## config.mk

```make
export PLATFORM = sky130hd
export DESIGN_NAME = gfvv_dist
export DESIGN_NICKNAME = d
export VERILOG_FILES = /design/src/gfvv_pkg.sv /design/src/gfvv_dist.sv
export VERILOG_INCLUDE_DIRS = /design/src /design/src/src
export SDC_FILE = /design/constraint.sdc
export NUM_CORES = 2
export LEC_CHECK = 0
export CORE_MARGIN = 1.5
export CORE_UTILIZATION = 65
export CTS_CLUSTER_DIAMETER = 200
export CTS_CLUSTER_SIZE = 20
export DETAILED_ROUTE_END_ITERATION = 8
export DONT_BUFFER_PORTS = 1
export PLACE_DENSITY_LB_ADDON = 0.3
export SLEW_MARGIN = 5
export SYNTH_ARGS = -nofsm -noshare
export SYNTH_HDL_FRONTEND = slang
export SYNTH_SLANG_ARGS = --single-unit
```

## constraint.sdc

```tcl
create_clock -name i_clk -period 11.2 [get_ports i_clk]
set_input_delay 1.68 -clock i_clk [delete_from_list [all_inputs] [get_ports i_clk]]
set_output_delay 1.68 -clock i_clk [all_outputs]
set_load 0.01 [all_outputs]
```

## src/assert_macros.svh

```systemverilog
`ifndef ASSERT_MACROS_SVH
`define ASSERT_MACROS_SVH

// concurrent property on i_clk, quiet while reset is held
`define GFVV_ASSERT(label, prop, msg) \
    label: assert property (@(posedge i_clk) disable iff (!i_rst_n) (prop)) else $error(msg);

// antecedent in one cycle, consequent in the next
`define GFVV_ASSERT_NEXT(label, ante, cons, msg) \
    label: assert property (@(posedge i_clk) disable iff (!i_rst_n) (ante) |=> (cons)) else $error(msg);

`endif

```

## src/gfvv_pkg.sv

```systemverilog
package gfvv_pkg;

    // default geometry
    localparam int COORD_BITS_DEF = 12;
    localparam int OUT_BITS_DEF   = 16;

    // register file
    localparam int CENTER_W   = 16;
    localparam int PEAK_W     = 16;
    localparam int ITV_W      = 32;
    localparam int CFG_IDX_W  = 3;
    localparam int CFG_DATA_W = 32;

    typedef enum logic [CFG_IDX_W-1:0] {
        CFG_CENTER_X    = 3'd0,
        CFG_CENTER_Y    = 3'd1,
        CFG_CENTER_Z    = 3'd2,
        CFG_PEAK_VALUE  = 3'd3,
        CFG_INV_TWO_VAR = 3'd4
    } t_cfg_idx;

    localparam logic signed [CENTER_W-1:0] CENTER_RST = 16'sd0;
    localparam logic [PEAK_W-1:0]          PEAK_RST   = 16'd2560;
    localparam logic [ITV_W-1:0]           ITV_RST    = 32'd214748;

    // coordinates are integers, the centre carries four fraction bits
    localparam int COORD_FRAC = 4;

    // exponent a = d2 * itv >> 24, flushed once a reaches 32.0 in Q.16
    localparam int D2_SPLIT = 21;
    localparam int A_LSB    = 24;
    localparam int A_W      = 21;

    // x = a * log2(e), Q.16
    localparam int              LOG2E_W   = 17;
    localparam logic [LOG2E_W-1:0] LOG2E_Q16 = 17'd94548;
    localparam int XP_W   = A_W + LOG2E_W;
    localparam int X_FRAC = 16;
    localparam int X_W    = XP_W - X_FRAC;
    localparam int N_W    = X_W - X_FRAC;
    // largest integer part of x below the flush limit
    localparam logic [N_W-1:0] N_MAX = 6'd46;

    // fraction of x: table index and interpolation weight
    localparam int IDX_W = 4;
    localparam int R_W   = 12;
    localparam int TI_W  = IDX_W + 1;
    localparam int TAB_W = 17;
    localparam int DT_W  = 12;
    localparam int DR_W  = DT_W + R_W;

    // peak * mantissa and the final rounding shift
    localparam int PM_W       = PEAK_W + TAB_W;
    localparam int TAB_FRAC   = 16;
    localparam int RND_SHIFT  = TAB_FRAC - 1;
    localparam int RES_W      = PM_W - RND_SHIFT;
    localparam int SH_W       = N_W + 1;

    typedef struct packed {
        logic vld;
        logic flush;
    } t_pipe_ctl;

    typedef struct packed {
        logic           vld;
        logic           flush;
        logic [N_W-1:0] n;
    } t_exp_ctl;

    // magnitude width of centre - coord*16
    function automatic int mag_bits(input int coord_bits);
        int m;
        m = (CENTER_W - 1 > coord_bits + 3) ? CENTER_W - 1 : coord_bits + 3;
        return m + 1;
    endfunction

    // squared distance width, three squares summed
    function automatic int d2_bits(input int coord_bits);
        return 2 * mag_bits(coord_bits) + 2;
    endfunction

    // 2^(-i/16) in Q.16
    function automatic logic [TAB_W-1:0] pow2_tab(input logic [TI_W-1:0] idx);
        logic [TAB_W-1:0] v;
        unique case (idx)
            5'd0:    v = 17'd65536;
            5'd1:    v = 17'd62757;
            5'd2:    v = 17'd60097;
            5'd3:    v = 17'd57549;
            5'd4:    v = 17'd55109;
            5'd5:    v = 17'd52773;
            5'd6:    v = 17'd50535;
            5'd7:    v = 17'd48393;
            5'd8:    v = 17'd46341;
            5'd9:    v = 17'd44376;
            5'd10:   v = 17'd42495;
            5'd11:   v = 17'd40693;
            5'd12:   v = 17'd38968;
            5'd13:   v = 17'd37316;
            5'd14:   v = 17'd35734;
            5'd15:   v = 17'd34219;
            default: v = 17'd32768;
        endcase
        return v;
    endfunction

endpackage

```

## src/gfvv_dist.sv

```systemverilog
`include "assert_macros.svh"

module gfvv_dist import gfvv_pkg::*; #(
    parameter int COORD_BITS = COORD_BITS_DEF
) (
    input  logic                         i_clk,
    input  logic                         i_rst_n,
    input  logic                         i_ce,
    input  logic                         i_vld,
    input  logic signed [COORD_BITS-1:0] i_coord [3],
    input  logic signed [CENTER_W-1:0]   i_center [3],
    output logic                         o_vld,
    output logic [d2_bits(COORD_BITS)-1:0] o_d2
);

    localparam int MAG_W  = mag_bits(COORD_BITS);
    localparam int DIFF_W = MAG_W + 1;
    localparam int SQ_W   = 2 * MAG_W;
    localparam int D2_W   = d2_bits(COORD_BITS);

    logic [2:0]               r_vld;
    logic signed [DIFF_W-1:0] diff [3];
    logic [MAG_W-1:0]         n_mag [3];
    logic [MAG_W-1:0]         r_mag [3];
    logic [SQ_W-1:0]          n_sq [3];
    logic [SQ_W-1:0]          r_sq [3];
    logic [D2_W-1:0]          n_d2;
    logic [D2_W-1:0]          r_d2;

    // per-axis offset in Q.4 and its magnitude
    always_comb begin
        for (int k = 0; k < 3; k++) begin
            diff[k]  = DIFF_W'(i_center[k]) - (DIFF_W'(i_coord[k]) <<< COORD_FRAC);
            n_mag[k] = diff[k][DIFF_W-1] ? MAG_W'(-diff[k]) : MAG_W'(diff[k]);
            n_sq[k]  = SQ_W'(r_mag[k]) * SQ_W'(r_mag[k]);
        end
        n_d2 = D2_W'(r_sq[0]) + D2_W'(r_sq[1]) + D2_W'(r_sq[2]);
    end

    // valid bits
    always_ff @(posedge i_clk) begin
        if (!i_rst_n) begin
            r_vld <= '0;
        end else if (i_ce) begin
            r_vld <= {r_vld[1:0], i_vld};
        end
    end

    // magnitude, square, sum
    always_ff @(posedge i_clk) begin
        if (i_ce) begin
            r_mag <= n_mag;
            r_sq  <= n_sq;
            r_d2  <= n_d2;
        end
    end

    assign o_vld = r_vld[2];
    assign o_d2  = r_d2;

    // a stalled pipe keeps its occupancy
    `GFVV_ASSERT_NEXT(a_dist_hold, !i_ce, $stable(r_vld), "distance pipe moved while stalled")

endmodule

```

# Word-level counts from Yosys, hierarchy flattened
# Index checks and enable logic that the tools add are counted.
# Widths: inputs -> output; s select.
# op_classes
n_addsub,8
n_mul,3
mux,3
# op_table
operator,count
$mul 16x16->32,3
$sub 16x16->17,3
$mux 16,3
$neg 16->16,3
$add 33x32->34,1
$add 32x32->33,1
# word_totals
register_bits,181
inputBits,88
out_inout_bits,35
wordCells,22

# Logic depth before layout (Yosys ltp)
# logic_depth
word_depth,3
ltp_mapped,25

# Worst setup path before layout
# Ideal clock, no wire load.
# synth_path
kind,flip-flop to flip-flop
from,reg r_mag[1] in the netlist's numbering
to,"reg r_sq[28] in the netlist's numbering, data pin"
arrival_time_ns,6.067
path_slack_ns,4.976
path_stages_with_launch,25
cell_sequence,edfxtp_1 > clkbuf_1 > clkbuf_1 > and2_1 > fa_1 > inv_1 > fa_1 > inv_1 > fa_1 > inv_1 > fa_1 > inv_1 > fa_1 > inv_1 > fa_1 > inv_1 > ha_1 > nand3_1 > nor2_1 > a21oi_1 > a311oi_1 > a21boi_0 > o2bb2ai_1 > or3b_2 > a32oi_1
# synth_lines
item,line,rtl
start: declaration,gfvv_dist.sv:24,logic [MAG_W-1:0] r_mag [3];
start signal: assignment,gfvv_dist.sv:52,r_mag <= n_mag;
end signal: assignment,gfvv_dist.sv:53,r_sq <= n_sq;
end: declaration,gfvv_dist.sv:26,logic [SQ_W-1:0] r_sq [3];

==> impl_metrics.csv <==
group,metric,value,unit
logic_synthesis,avgSynthCellArea,9.59,um2
critical_path,cp_max_fo,11,
routing,routed_via_density,5.72,
critical_path,reg2reg_setup_slack,3960,ps
logic_synthesis,syn_inst,3325,
sta,grt_setup_unrepaired,"false",
cts,cts_root_buf,"clkbuf_16",
logic_synthesis,synthesis.area,31900,um2
critical_path,path_cells,"inv_1, nor2_1, ha_1, xor2_1, fa_1, inv_1, fa_1, fa_1, fa_1, inv_1, fa_1, inv_1, ha_1, and3_1, nand4_1, o41ai_1, a31oi_1, o211a_1, o21bai_1, a21oi_1, xnor2_1",
critical_path,cp_slowest_cell,"o41ai_1",
run,maxCapViolations,0,
logic_synthesis,ys_ff_latch,178,
floorplanning,die_x,224,um
run_status,status,"finished clean",
routing,dr_total_vias,22400,
floorplanning,row_count,80,
sta,hold-worst-slack,538,ps
logic_synthesis,ys_seq_area_share,16.7,%
logic_synthesis,synth_largest_area_cell,"fa_1",
logic_synthesis,netlist.area_leader.share,32.7,%
critical_path,worstPathArrival,7480,ps
critical_path,max_stage_delay,800,ps
logic_synthesis,synth_edf_count,175,
sta,hold_violations,0,
finish,fin_cells,3908,
sta,relSlewSlack,43.7,%
sta,post-route-min-period,7240,ps
placement,place_inst,3874,
cts,cts_resized,0,
routing,routed_wl,67100,um
sta,tns,0,ps
finish,nets,4261,
floorplanning,core,48000,um2
cts,cts_tree,"done",
cts,cts_buffers,17,
logic_synthesis,synth_ff_type,"edfxtp_1",
cts,cts-htree-levels,4,
routing,drc_errors,0,
grt,grt_start_max_net_pins,179,
critical_path,cp.required,11440,ps
placement,io_buffer_count,0,
finish,final_layout_size_suffix_gt1_share,2.19,%
critical_path,start_kind,"flop",
logic_synthesis,yosysWarnings,0,
cts,clock-sinks,178,
sta,skew,10.7,ps
grt,grt_first_pass_wirelength,114000,um
routing,first_pass_iters,7,
sta,finalSetupViolCount,0,
logic_synthesis,yosys-top-cells-area,"fa_1 (33%), edfxtp_1 (16%), ha_1 (15%)",
cts,cts.hold.buffers_added,0,
cts,clk_latency,490,ps
grt,grt.overflow.total,0,
sta,clock.fmax,138,MHz
worst_hold_path,hold_path.class,"reg2reg",
cts,cts_buffer_depth,2,
sta,worst_pin_slew,824,ps
grt,grtUsageTotal,28.4,%
critical_path,end_kind,"flop",
routing,detail_route.wl_per_cell,17.2,um
logic_synthesis,async_flop_share,0,%
floorplanning,ios,123,
floorplanning,initial_core_util,66.3,%
finish,layout_commonest_cell,"inv_1",
routing,drtAntennaViolNets,0,
routing,drt_iter0_drc,1397,
floorplanning,die_area,50400,um2
sta,final_max_slew_viol_count,0,
finish,final_cell_mix,"inv_1 (817), fa_1 (521), ha_1 (374)",
floorplanning,die_height,224,um
grt,grt_pass1_vias,24000,
logic_synthesis,synth_cell_type_count,68,
sta,period_share,64.6,%
finish,syn2layout_area_growth,3.67,%
critical_path,path_class,"reg2reg",
finish,fillers,3617,
grt,antenna_found_initial,3,
critical_path,worst_path_most_repeated_cell,"fa_1",
cts,cts_setup_buffers,0,
placement,hpwl,56300,um
cts,clk_pin_slew,80,ps
placement,place_congestion,0.923,
-- path summary, 6_finish.rpt --
check | startpoint | depth (start not counted) | endpoint
setup reg to reg | r_mag[12] | 21 | r_sq[31]
hold / removal | r_vld[0] | 2 | r_vld[0]
setup / recovery | r_mag[12] | 21 | r_sq[31]
hold reg to reg | r_vld[0] | 2 | r_vld[0]
-- synthesized netlist by cell type, types with 6 or more instances --
master	number
and3_1	12
edfxtp_1	175
nor2b_1	31
nand2b_1	19
fa_1	521
mux2i_1	6
nor2_1	146
o21bai_1	25
nand4_1	13
a21boi_0	7
and2_1	118
nor3_1	23
o21a_1	32
or3_1	7
a31o_2	12
a211o_1	8
inv_1	817
nand3_1	22
nor4_1	7
or2_2	16
o211ai_1	9
a211oi_1	16
o31ai_1	8
nand2_1	288
a31oi_1	16
ha_1	374
xnor2_1	131
a21oi_1	128
o21ai_0	71
mux2_2	7
a21o_1	57
xor2_1	61
a311oi_1	8
clkbuf_1	67
-- layer usage --
| layer | GRT usage, % | vias up | wire length, um |
|---|---|---|---|
| met5 | 0 | - | 13 |
| li1 | - | 10400 | - |
| met2 | 49.2 | 613 | 33900 |
| met4 | 10.0 | 2 | 1860 |
| met1 | 36.4 | 11200 | 27700 |
| met3 | 4.35 | 137 | 3670 |
-- worst max-delay path, delay by kind of cell (launching register included) --
family	cells	cell delay, ps
AND/OR/NAND/NOR	3	690
flip-flops	1	640
AO/OA/AOI/OAI	5	1720
XOR/XNOR	2	310
buffers and inverters	4	440
adder cells (fa/ha/maj)	7	3150
-- registers in the layout, summed over array words and instances (netlist names) --
signal,cells
r_sq,93
r_vld,3
o_d2,34
r_mag,48
-- through the flow --
stage	instance area (um2)	setup slack, ps	util (%)
floorplan	31900	4980	-
global placement	32400	4400	67.4
detailed placement	32400	4090	67.4
CTS	33000	4070	68.8
global route	33000	3610	68.8
finish	33000	3960	68.8
-- cell type report --
cell class,count,area [um2],area share (%)
multi-input combinational,2263,23200,70.3
sequential,178,5320,16.1
inverter,817,3070,9.28
tap,615,769,2.33
clock buffer,17,425,1.29
clock inverter,15,215,0.651
timing repair buffer,1,7.51,0.0227
antenna,2,5.00,0.0151
-- cells by family after synthesis --
| logic type | synth area share (%) |
|---|---|
| simple gates | 10.6 |
| other cells | 0.0118 |
| buf+inv | 10.4 |
| fa+ha+maj | 47.4 |
| flops | 16.7 |
| compound gates | 9.13 |
| mux | 0.436 |
| xor+xnor | 5.28 |
Power is left out: the tool's default activity adds up to more than one toggle a clock period on the data nets, which glitch-free logic cannot reach.
