===== config.mk =====
export PLATFORM = sky130hd
export DESIGN_NAME = gfvv_exp
export DESIGN_NICKNAME = d
export VERILOG_FILES = /design/src/gfvv_pkg.sv /design/src/gfvv_exp.sv
export VERILOG_INCLUDE_DIRS = /design/src /design/src/src
export SDC_FILE = /design/constraint.sdc
export NUM_CORES = 2
export LEC_CHECK = 0
export BUFFER_PORTS_ARGS = -buffer_cell sky130_fd_sc_hd__buf_4
export CAP_MARGIN = 10
export CORE_MARGIN = 2
export CORE_UTILIZATION = 51
export CTS_CLUSTER_SIZE = 24
export DETAILED_ROUTE_END_ITERATION = 10
export PLACE_DENSITY = 0.64
export SLEW_MARGIN = 30
export SYNTH_ARGS = -nofsm -noshare
export SYNTH_HDL_FRONTEND = slang
export SYNTH_SLANG_ARGS = --single-unit

===== constraint.sdc =====
create_clock -name i_clk -period 9.41 [get_ports i_clk]
set_clock_uncertainty 0.05 [all_clocks]
set_input_delay 1.4115 -clock i_clk [delete_from_list [all_inputs] [get_ports i_clk]]
set_output_delay 1.4115 -clock i_clk [all_outputs]
set_load 0.01 [all_outputs]

===== src/assert_macros.svh =====
`ifndef ASSERT_MACROS_SVH
`define ASSERT_MACROS_SVH

// concurrent property on i_clk, quiet while reset is held
`define GFVV_ASSERT(label, prop, msg) \
    label: assert property (@(posedge i_clk) disable iff (!i_rst_n) (prop)) else $error(msg);

// antecedent in one cycle, consequent in the next
`define GFVV_ASSERT_NEXT(label, ante, cons, msg) \
    label: assert property (@(posedge i_clk) disable iff (!i_rst_n) (ante) |=> (cons)) else $error(msg);

`endif


===== src/gfvv_pkg.sv =====
package gfvv_pkg;

    // default geometry
    localparam int COORD_BITS_DEF = 12;
    localparam int OUT_BITS_DEF   = 16;

    // register file
    localparam int CENTER_W   = 16;
    localparam int PEAK_W     = 16;
    localparam int ITV_W      = 32;
    localparam int CFG_IDX_W  = 3;
    localparam int CFG_DATA_W = 32;

    typedef enum logic [CFG_IDX_W-1:0] {
        CFG_CENTER_X    = 3'd0,
        CFG_CENTER_Y    = 3'd1,
        CFG_CENTER_Z    = 3'd2,
        CFG_PEAK_VALUE  = 3'd3,
        CFG_INV_TWO_VAR = 3'd4
    } t_cfg_idx;

    localparam logic signed [CENTER_W-1:0] CENTER_RST = 16'sd0;
    localparam logic [PEAK_W-1:0]          PEAK_RST   = 16'd2560;
    localparam logic [ITV_W-1:0]           ITV_RST    = 32'd214748;

    // coordinates are integers, the centre carries four fraction bits
    localparam int COORD_FRAC = 4;

    // exponent a = d2 * itv >> 24, flushed once a reaches 32.0 in Q.16
    localparam int D2_SPLIT = 21;
    localparam int A_LSB    = 24;
    localparam int A_W      = 21;

    // x = a * log2(e), Q.16
    localparam int              LOG2E_W   = 17;
    localparam logic [LOG2E_W-1:0] LOG2E_Q16 = 17'd94548;
    localparam int XP_W   = A_W + LOG2E_W;
    localparam int X_FRAC = 16;
    localparam int X_W    = XP_W - X_FRAC;
    localparam int N_W    = X_W - X_FRAC;
    // largest integer part of x below the flush limit
    localparam logic [N_W-1:0] N_MAX = 6'd46;

    // fraction of x: table index and interpolation weight
    localparam int IDX_W = 4;
    localparam int R_W   = 12;
    localparam int TI_W  = IDX_W + 1;
    localparam int TAB_W = 17;
    localparam int DT_W  = 12;
    localparam int DR_W  = DT_W + R_W;

    // peak * mantissa and the final rounding shift
    localparam int PM_W       = PEAK_W + TAB_W;
    localparam int TAB_FRAC   = 16;
    localparam int RND_SHIFT  = TAB_FRAC - 1;
    localparam int RES_W      = PM_W - RND_SHIFT;
    localparam int SH_W       = N_W + 1;

    typedef struct packed {
        logic vld;
        logic flush;
    } t_pipe_ctl;

    typedef struct packed {
        logic           vld;
        logic           flush;
        logic [N_W-1:0] n;
    } t_exp_ctl;

    // magnitude width of centre - coord*16
    function automatic int mag_bits(input int coord_bits);
        int m;
        m = (CENTER_W - 1 > coord_bits + 3) ? CENTER_W - 1 : coord_bits + 3;
        return m + 1;
    endfunction

    // squared distance width, three squares summed
    function automatic int d2_bits(input int coord_bits);
        return 2 * mag_bits(coord_bits) + 2;
    endfunction

    // 2^(-i/16) in Q.16
    function automatic logic [TAB_W-1:0] pow2_tab(input logic [TI_W-1:0] idx);
        logic [TAB_W-1:0] v;
        unique case (idx)
            5'd0:    v = 17'd65536;
            5'd1:    v = 17'd62757;
            5'd2:    v = 17'd60097;
            5'd3:    v = 17'd57549;
            5'd4:    v = 17'd55109;
            5'd5:    v = 17'd52773;
            5'd6:    v = 17'd50535;
            5'd7:    v = 17'd48393;
            5'd8:    v = 17'd46341;
            5'd9:    v = 17'd44376;
            5'd10:   v = 17'd42495;
            5'd11:   v = 17'd40693;
            5'd12:   v = 17'd38968;
            5'd13:   v = 17'd37316;
            5'd14:   v = 17'd35734;
            5'd15:   v = 17'd34219;
            default: v = 17'd32768;
        endcase
        return v;
    endfunction

endpackage


===== src/gfvv_exp.sv =====
`include "assert_macros.svh"

module gfvv_exp import gfvv_pkg::*; (
    input  logic              i_clk,
    input  logic              i_rst_n,
    input  logic              i_ce,
    input  t_pipe_ctl         i_ctl,
    input  logic [A_W-1:0]    i_a,
    input  logic [PEAK_W-1:0] i_peak,
    output t_exp_ctl          o_ctl,
    output logic [PM_W-1:0]   o_pm
);

    logic [XP_W-1:0]  xp;
    t_pipe_ctl        r6_ctl;
    logic [X_W-1:0]   r6_x;

    logic [IDX_W-1:0] idx;
    logic [R_W-1:0]   rr;
    logic [TAB_W-1:0] t0;
    logic [TAB_W-1:0] t1;
    logic [DT_W-1:0]  dt;
    logic [DR_W-1:0]  dr;
    t_exp_ctl         n7_ctl;
    t_exp_ctl         r7_ctl;
    logic [TAB_W-1:0] r7_t0;
    logic [DR_W-1:0]  r7_dr;

    logic [TAB_W-1:0] m;
    logic [PM_W-1:0]  pm;
    t_exp_ctl         r8_ctl;
    logic [PM_W-1:0]  r8_pm;

    // exponent to base 2
    assign xp = XP_W'(i_a) * XP_W'(LOG2E_Q16);

    // table pair and interpolation step
    always_comb begin
        idx          = r6_x[X_FRAC-1 -: IDX_W];
        rr           = r6_x[R_W-1:0];
        t0           = pow2_tab({1'b0, idx});
        t1           = pow2_tab(TI_W'(idx) + TI_W'(1));
        dt           = DT_W'(t0 - t1);
        dr           = DR_W'(dt) * DR_W'(rr);
        n7_ctl.vld   = r6_ctl.vld;
        n7_ctl.flush = r6_ctl.flush;
        n7_ctl.n     = r6_x[X_W-1 -: N_W];
    end

    // mantissa times peak
    assign m  = r7_t0 - TAB_W'(r7_dr >> R_W);
    assign pm = PM_W'(i_peak) * PM_W'(m);

    // control
    always_ff @(posedge i_clk) begin
        if (!i_rst_n) begin
            r6_ctl <= '0;
            r7_ctl <= '0;
            r8_ctl <= '0;
        end else if (i_ce) begin
            r6_ctl <= i_ctl;
            r7_ctl <= n7_ctl;
            r8_ctl <= r7_ctl;
        end
    end

    // data
    always_ff @(posedge i_clk) begin
        if (i_ce) begin
            r6_x  <= xp[XP_W-1:X_FRAC];
            r7_t0 <= t0;
            r7_dr <= dr;
            r8_pm <= pm;
        end
    end

    assign o_ctl = r8_ctl;
    assign o_pm  = r8_pm;

    // below the flush limit the shift count stays small
    `GFVV_ASSERT(a_exp_range, (r8_ctl.vld && !r8_ctl.flush) |-> (r8_ctl.n <= N_MAX), "shift count above flush limit")

endmodule


---- Word level (Yosys, flattened, before mapping) ----
Memories as Yosys holds them, arrays and structs flattened. A register that Yosys moved wholly into a read port is not among the register bits.
Cells that the tools add are included.
cells by class
  multiply operators ...................... 3
  $add $sub $neg .......................... 3
  mux-type cells .......................... 2
operator list
  kind                                                                   count
  21-bit by 15-bit multiplier with 36-bit output, second input constant  1
  16-bit by 17-bit multiplier with 33-bit output                         1
  12-bit by 12-bit multiplier with 24-bit output                         1
  17-bit by 12-bit subtractor with 17-bit output                         1
  12-bit two-way mux                                                     1
  12-bit subtractor                                                      1
  4-bit by 1-bit adder with 5-bit output, second input constant          1
  4-bit two-way mux                                                      1
word-level totals
  bits in read-only memories .............. 544
  logic and storage cells ................. 22
  register bits after elaboration ......... 114
  memories ................................ 2
  input port bits ......................... 42
memory list
  memory           depth  bits a word  read ports  clocked after Yosys merged registers in  wr ports  line            source
  (no name shown)  16     17           1           1                                        0         gfvv_pkg.sv:85  unique case (idx)
  (no name shown)  16     17           1           0                                        0         gfvv_pkg.sv:85

---- Logic depth before layout (Yosys ltp) ----
An unclocked memory read counts as a cell.
  depth after elaboration ................. 5
  depth in mapped cells ................... 35

---- Worst setup path before layout ----
No wires, ideal clock.
  path kind ............................... register -> register
  start ................................... reg r6_x[13]
  end ..................................... reg r7_dr[23] (data pin)
  cell stages (with the launch flop) ...... 36
  clock period less this slack ............ 8.292 ns
  buffers on the path ..................... 2
  arrival ................................. 7.982 ns
  library setup time ...................... 0.260 ns
  required time ........................... 9.100 ns
  slack ................................... 1.118 ns
  cell sequence ........................... edfxtp_1 -> ha_1 -> ha_1 -> clkbuf_1 -> mux2i_1 -> nor2_1 -> a211oi_1 -> ha_1 -> inv_1 -> fa_1 -> a21o_1 -> a21o_1 -> a21o_1 -> a21oi_1 -> o21bai_1 -> a21oi_1 -> xnor2_1 -> clkbuf_1 -> nand2_1 -> fa_1 -> fa_1 -> inv_1 -> fa_1 -> fa_1 -> inv_1 -> fa_1 -> inv_1 -> ha_1 -> o21ai_0 -> a31oi_1 -> a21oi_1 -> o21ai_0 -> nand4_1 -> a31oi_1 -> a21oi_1 -> xnor2_1
on the way
  longest elaborated chain between the ends .. 5
ends and longest elaborated chain
  item                                                line            source
  start: declaration                                  gfvv_exp.sv:16  logic [X_W-1:0] r6_x;
  start signal: assignment                            gfvv_exp.sv:70  r6_x <= xp[XP_W-1:X_FRAC];
  4-bit by 1-bit adder with 5-bit output (*)          gfvv_exp.sv:42  t1 = pow2_tab(TI_W'(idx) + TI_W'(1));
  memory 16 x 17 bit                                  --
  12-bit two-way mux (*)                              gfvv_pkg.sv:85
  12-bit subtractor (*)                               gfvv_exp.sv:43  dt = DT_W'(t0 - t1);
  12-bit by 12-bit multiplier with 24-bit output (*)  gfvv_exp.sv:44  dr = DR_W'(dt) * DR_W'(rr);
  net dr[23]                                          gfvv_exp.sv:23  logic [DR_W-1:0] dr;
  end signal: assignment                              gfvv_exp.sv:72  r7_dr <= dr;
  end: declaration                                    gfvv_exp.sv:27  logic [DR_W-1:0] r7_dr;
The timed path passes the listed nets; every way through them passes the cells marked *.
A chain may end at the register's enable or synchronous reset.

---- Final worst setup path ----
  start ................................... reg r7_dr[12]
  end ..................................... reg r8_pm[29] (netlist: o_pm[29]) (data pin)
on the way
  longest elaborated chain between the ends .. 2
ends and longest elaborated chain
  item                                            line            source
  17-bit by 12-bit subtractor with 17-bit output  gfvv_exp.sv:51  assign m = r7_t0 - TAB_W'(r7_dr >> R_W);
  16-bit by 17-bit multiplier with 33-bit output  gfvv_exp.sv:52  assign pm = PM_W'(i_peak) * PM_W'(m);
  net pm[29]                                      gfvv_exp.sv:30  logic [PM_W-1:0] pm;
  end signal: assignment                          gfvv_exp.sv:73  r8_pm <= pm;
  end: declaration                                gfvv_exp.sv:32  logic [PM_W-1:0] r8_pm;
The timed path passes the listed nets, and every way through them passes these cells.

==> results.json <==
{
  "cts_setup_buffers": 0,
  "nets": 3500,
  "maxSlewViolCount": 0,
  "status": "finished clean",
  "core_area_sq_um": 49000,
  "yosys_register_bits": 119,
  "crit_slowest_cell": "fa_1",
  "min-delay-start": "t0[15]",
  "setup_ws_ps": 377,
  "hold_end": "r7_t0[15]",
  "drtAntennaViolNets": 0,
  "initial_utilization": 0.517,
  "yosysWarnings": 0,
  "cts_tree": "yes",
  "worst-setup-path-type": "reg -> reg",
  "fin_crit_sh": 0.960,
  "pre_cts_slack_ps": 261,
  "grt_pass1_vias": 19300,
  "r2r_start": "r7_dr[12]",
  "synth_top_area_frac": 0.323,
  "ys_seq_area_frac": 0.127,
  "grt_overflow": 0,
  "die_area_sq_um": 51400,
  "syn_inst": 2660,
  "whs_path_depth": 0,
  "vias_per_cell": 5.31,
  "vias": 17900,
  "fp.dieH_um": 227,
  "clk_path_buf_depth": 2,
  "r2r_cells": 30,
  "dr.pass1.iters": 5,
  "holdBufCountCts": 0,
  "cp_common_cell": "fa_1",
  "netlist_area_sq_um": 25300,
  "dp_hpwl_um": 48000,
  "yosys.area.top_type": "fa_1",
  "cts_max_level": 4,
  "post_cts_resized": 0,
  "numCtsBuffers": 17,
  "drive_gt1_frac": 0.0844,
  "io_buffers": 82,
  "synth-edff-count": 84,
  "die_w_um": 227,
  "synthTopCellsByArea": "fa_1 32%, ha_1 18%, edfxtp_1 10%, inv_1 7.7%, nand2_1 4.5%",
  "ys_types": 74,
  "drc": 0,
  "tns_ps": 0,
  "grt_max_degree": 66,
  "core.rowCount": 81,
  "postSynthAreaPerCell_sq_um": 9.51,
  "antenna_found_initial": 0,
  "grt_first_pass_wirelength_um": 98600,
  "syn_to_final_growth_pct": 7.55,
  "routedWlPerCell_um": 17.6,
  "clk_latency_ps": 460,
  "end_kind": "flop",
  "critPathMaxFanout": 5,
  "rsz0062_at_grt": "false",
  "fmax_mhz": 111,
  "worstPathArrival_ps": 9200,
  "diodes": 0,
  "yosysMostFrequentCell": "inv_1",
  "synthArstFlopShare": 0,
  "routed_wl_um": 59300,
  "maxSlewHeadroom": 0.394,
  "num_io_pins": 83,
  "cp_num_buf_inv": 3,
  "gp_congestion": 0.878,
  "syn_nets": 3470,
  "final_hold_viol_count": 0,
  "clk_pin_slew_worst_paths_ps": 70,
  "start_kind": "flop",
  "synth_commonest_cells": "521 x inv_1, 408 x fa_1, 360 x ha_1, 304 x nand2_1, 123 x and2_1",
  "cp_slowest_stage_delay_ps": 520,
  "min-delay-path-class": "reg -> reg",
  "worst_pin_slew_ps": 910,
  "ff2ff_setup_slack_ps": 380,
  "path_delay_family": "adder cells",
  "root_buffer": "clkbuf_16",
  "ys.flop_type": "edfxtp_1",
  "cts.sinks": 119,
  "setup_viol": 0,
  "cap_viol_max_count": 0,
  "r2r_end": "o_pm[29]",
  "grt_util_all_layers": 0.246,
  "min_period_ps": 9030,
  "crit_required_ps": 9580,
  "drtIter0Drc": 1017
}
==> registers in the layout, indices dropped and copies added (netlist names) <==
register	cells
o_pm	33
r6_x	22
r7_t0	17
t0	17
r7_dr	12
o_ctl	8
r7_ctl	8
n7_ctl	2
==> cell families after synthesis <==
logic type,share of synthesized area
fa+ha+maj,0.501
simple gates,0.144
mux,0.0466
compound gates,0.0611
xor+xnor,0.0270
buf+inv,0.0931
flops,0.127
==> worst max path at each step <==
stage / start / to / slack [ps] / cells after the start
after global routing: r7_dr[12] / o_pm[29] / 20 / 30
after global placement: r6_x[12] / r7_dr[23] / 440 / 33
final: r7_dr[12] / o_pm[29] / 380 / 30
after detailed placement: r6_x[12] / r7_dr[23] / 260 / 33
after floorplan: r6_x[13] / r7_dr[23] / 1120 / 35
after CTS: r6_x[12] / r7_dr[23] / 230 / 33
==> layout by cell type (no fill, tap or decap), types with 58 or more instances in the layout <==
cell / instances
edfxtp_1: 84
mux2_2: 58
buf_4: 115
fa_1: 408
ha_1: 360
nand2b_1: 99
nor2_1: 70
nor2b_1: 59
nand2_1: 304
a21oi_1: 69
and2_1: 123
inv_1: 521
==> through the flow <==
step / util / hold slack (ps) / instances / cell area, sq um
5_1_grt: 0.556 / 359 / 3367 / 27200
2_1_floorplan: - / 336 / 2660 / 25300
4_1_cts: 0.555 / 354 / 3367 / 27200
3_3_place_gp: 0.543 / 338 / 3335 / 26600
6_report: 0.556 / 353 / 3367 / 27200
3_5_place_dp: 0.543 / 339 / 3335 / 26600
==> routing by layer <==
metal  share of wire  GRT usage  vias to the layer above
met4           0.029     0.0794                        0
met3           0.032     0.0254                       90
met1            0.43      0.308                     9023
met5               0          0                        -
met2            0.51      0.445                      354
li1                -          -                     8424
==> worst register-to-register path, delay by kind of cell (launching register included) <==
kind | cells | cell delay (ps)
AOI/OAI and AO/OA | 11 | 2990
xor gates and xnor gates | 1 | 120
adders and majority gates | 9 | 4020
buffers and inverters | 3 | 150
DFF | 1 | 370
muxes | 1 | 370
and+or+nand+nor | 5 | 740
==> final cells by class <==
cell class | instances | area (sq um)
Clock buffer | 18 | 450
Clock inverter | 14 | 126
Fill cell | 4327 | 21700
Inverter | 521 | 1960
Multi-Input combinational cell | 1916 | 19800
Sequential cell | 119 | 3220
Tap cell | 664 | 831
Timing Repair Buffer | 115 | 863
Power is not shown: default switching activity piles up to over one toggle a cycle in this logic, so the estimate is an artifact.
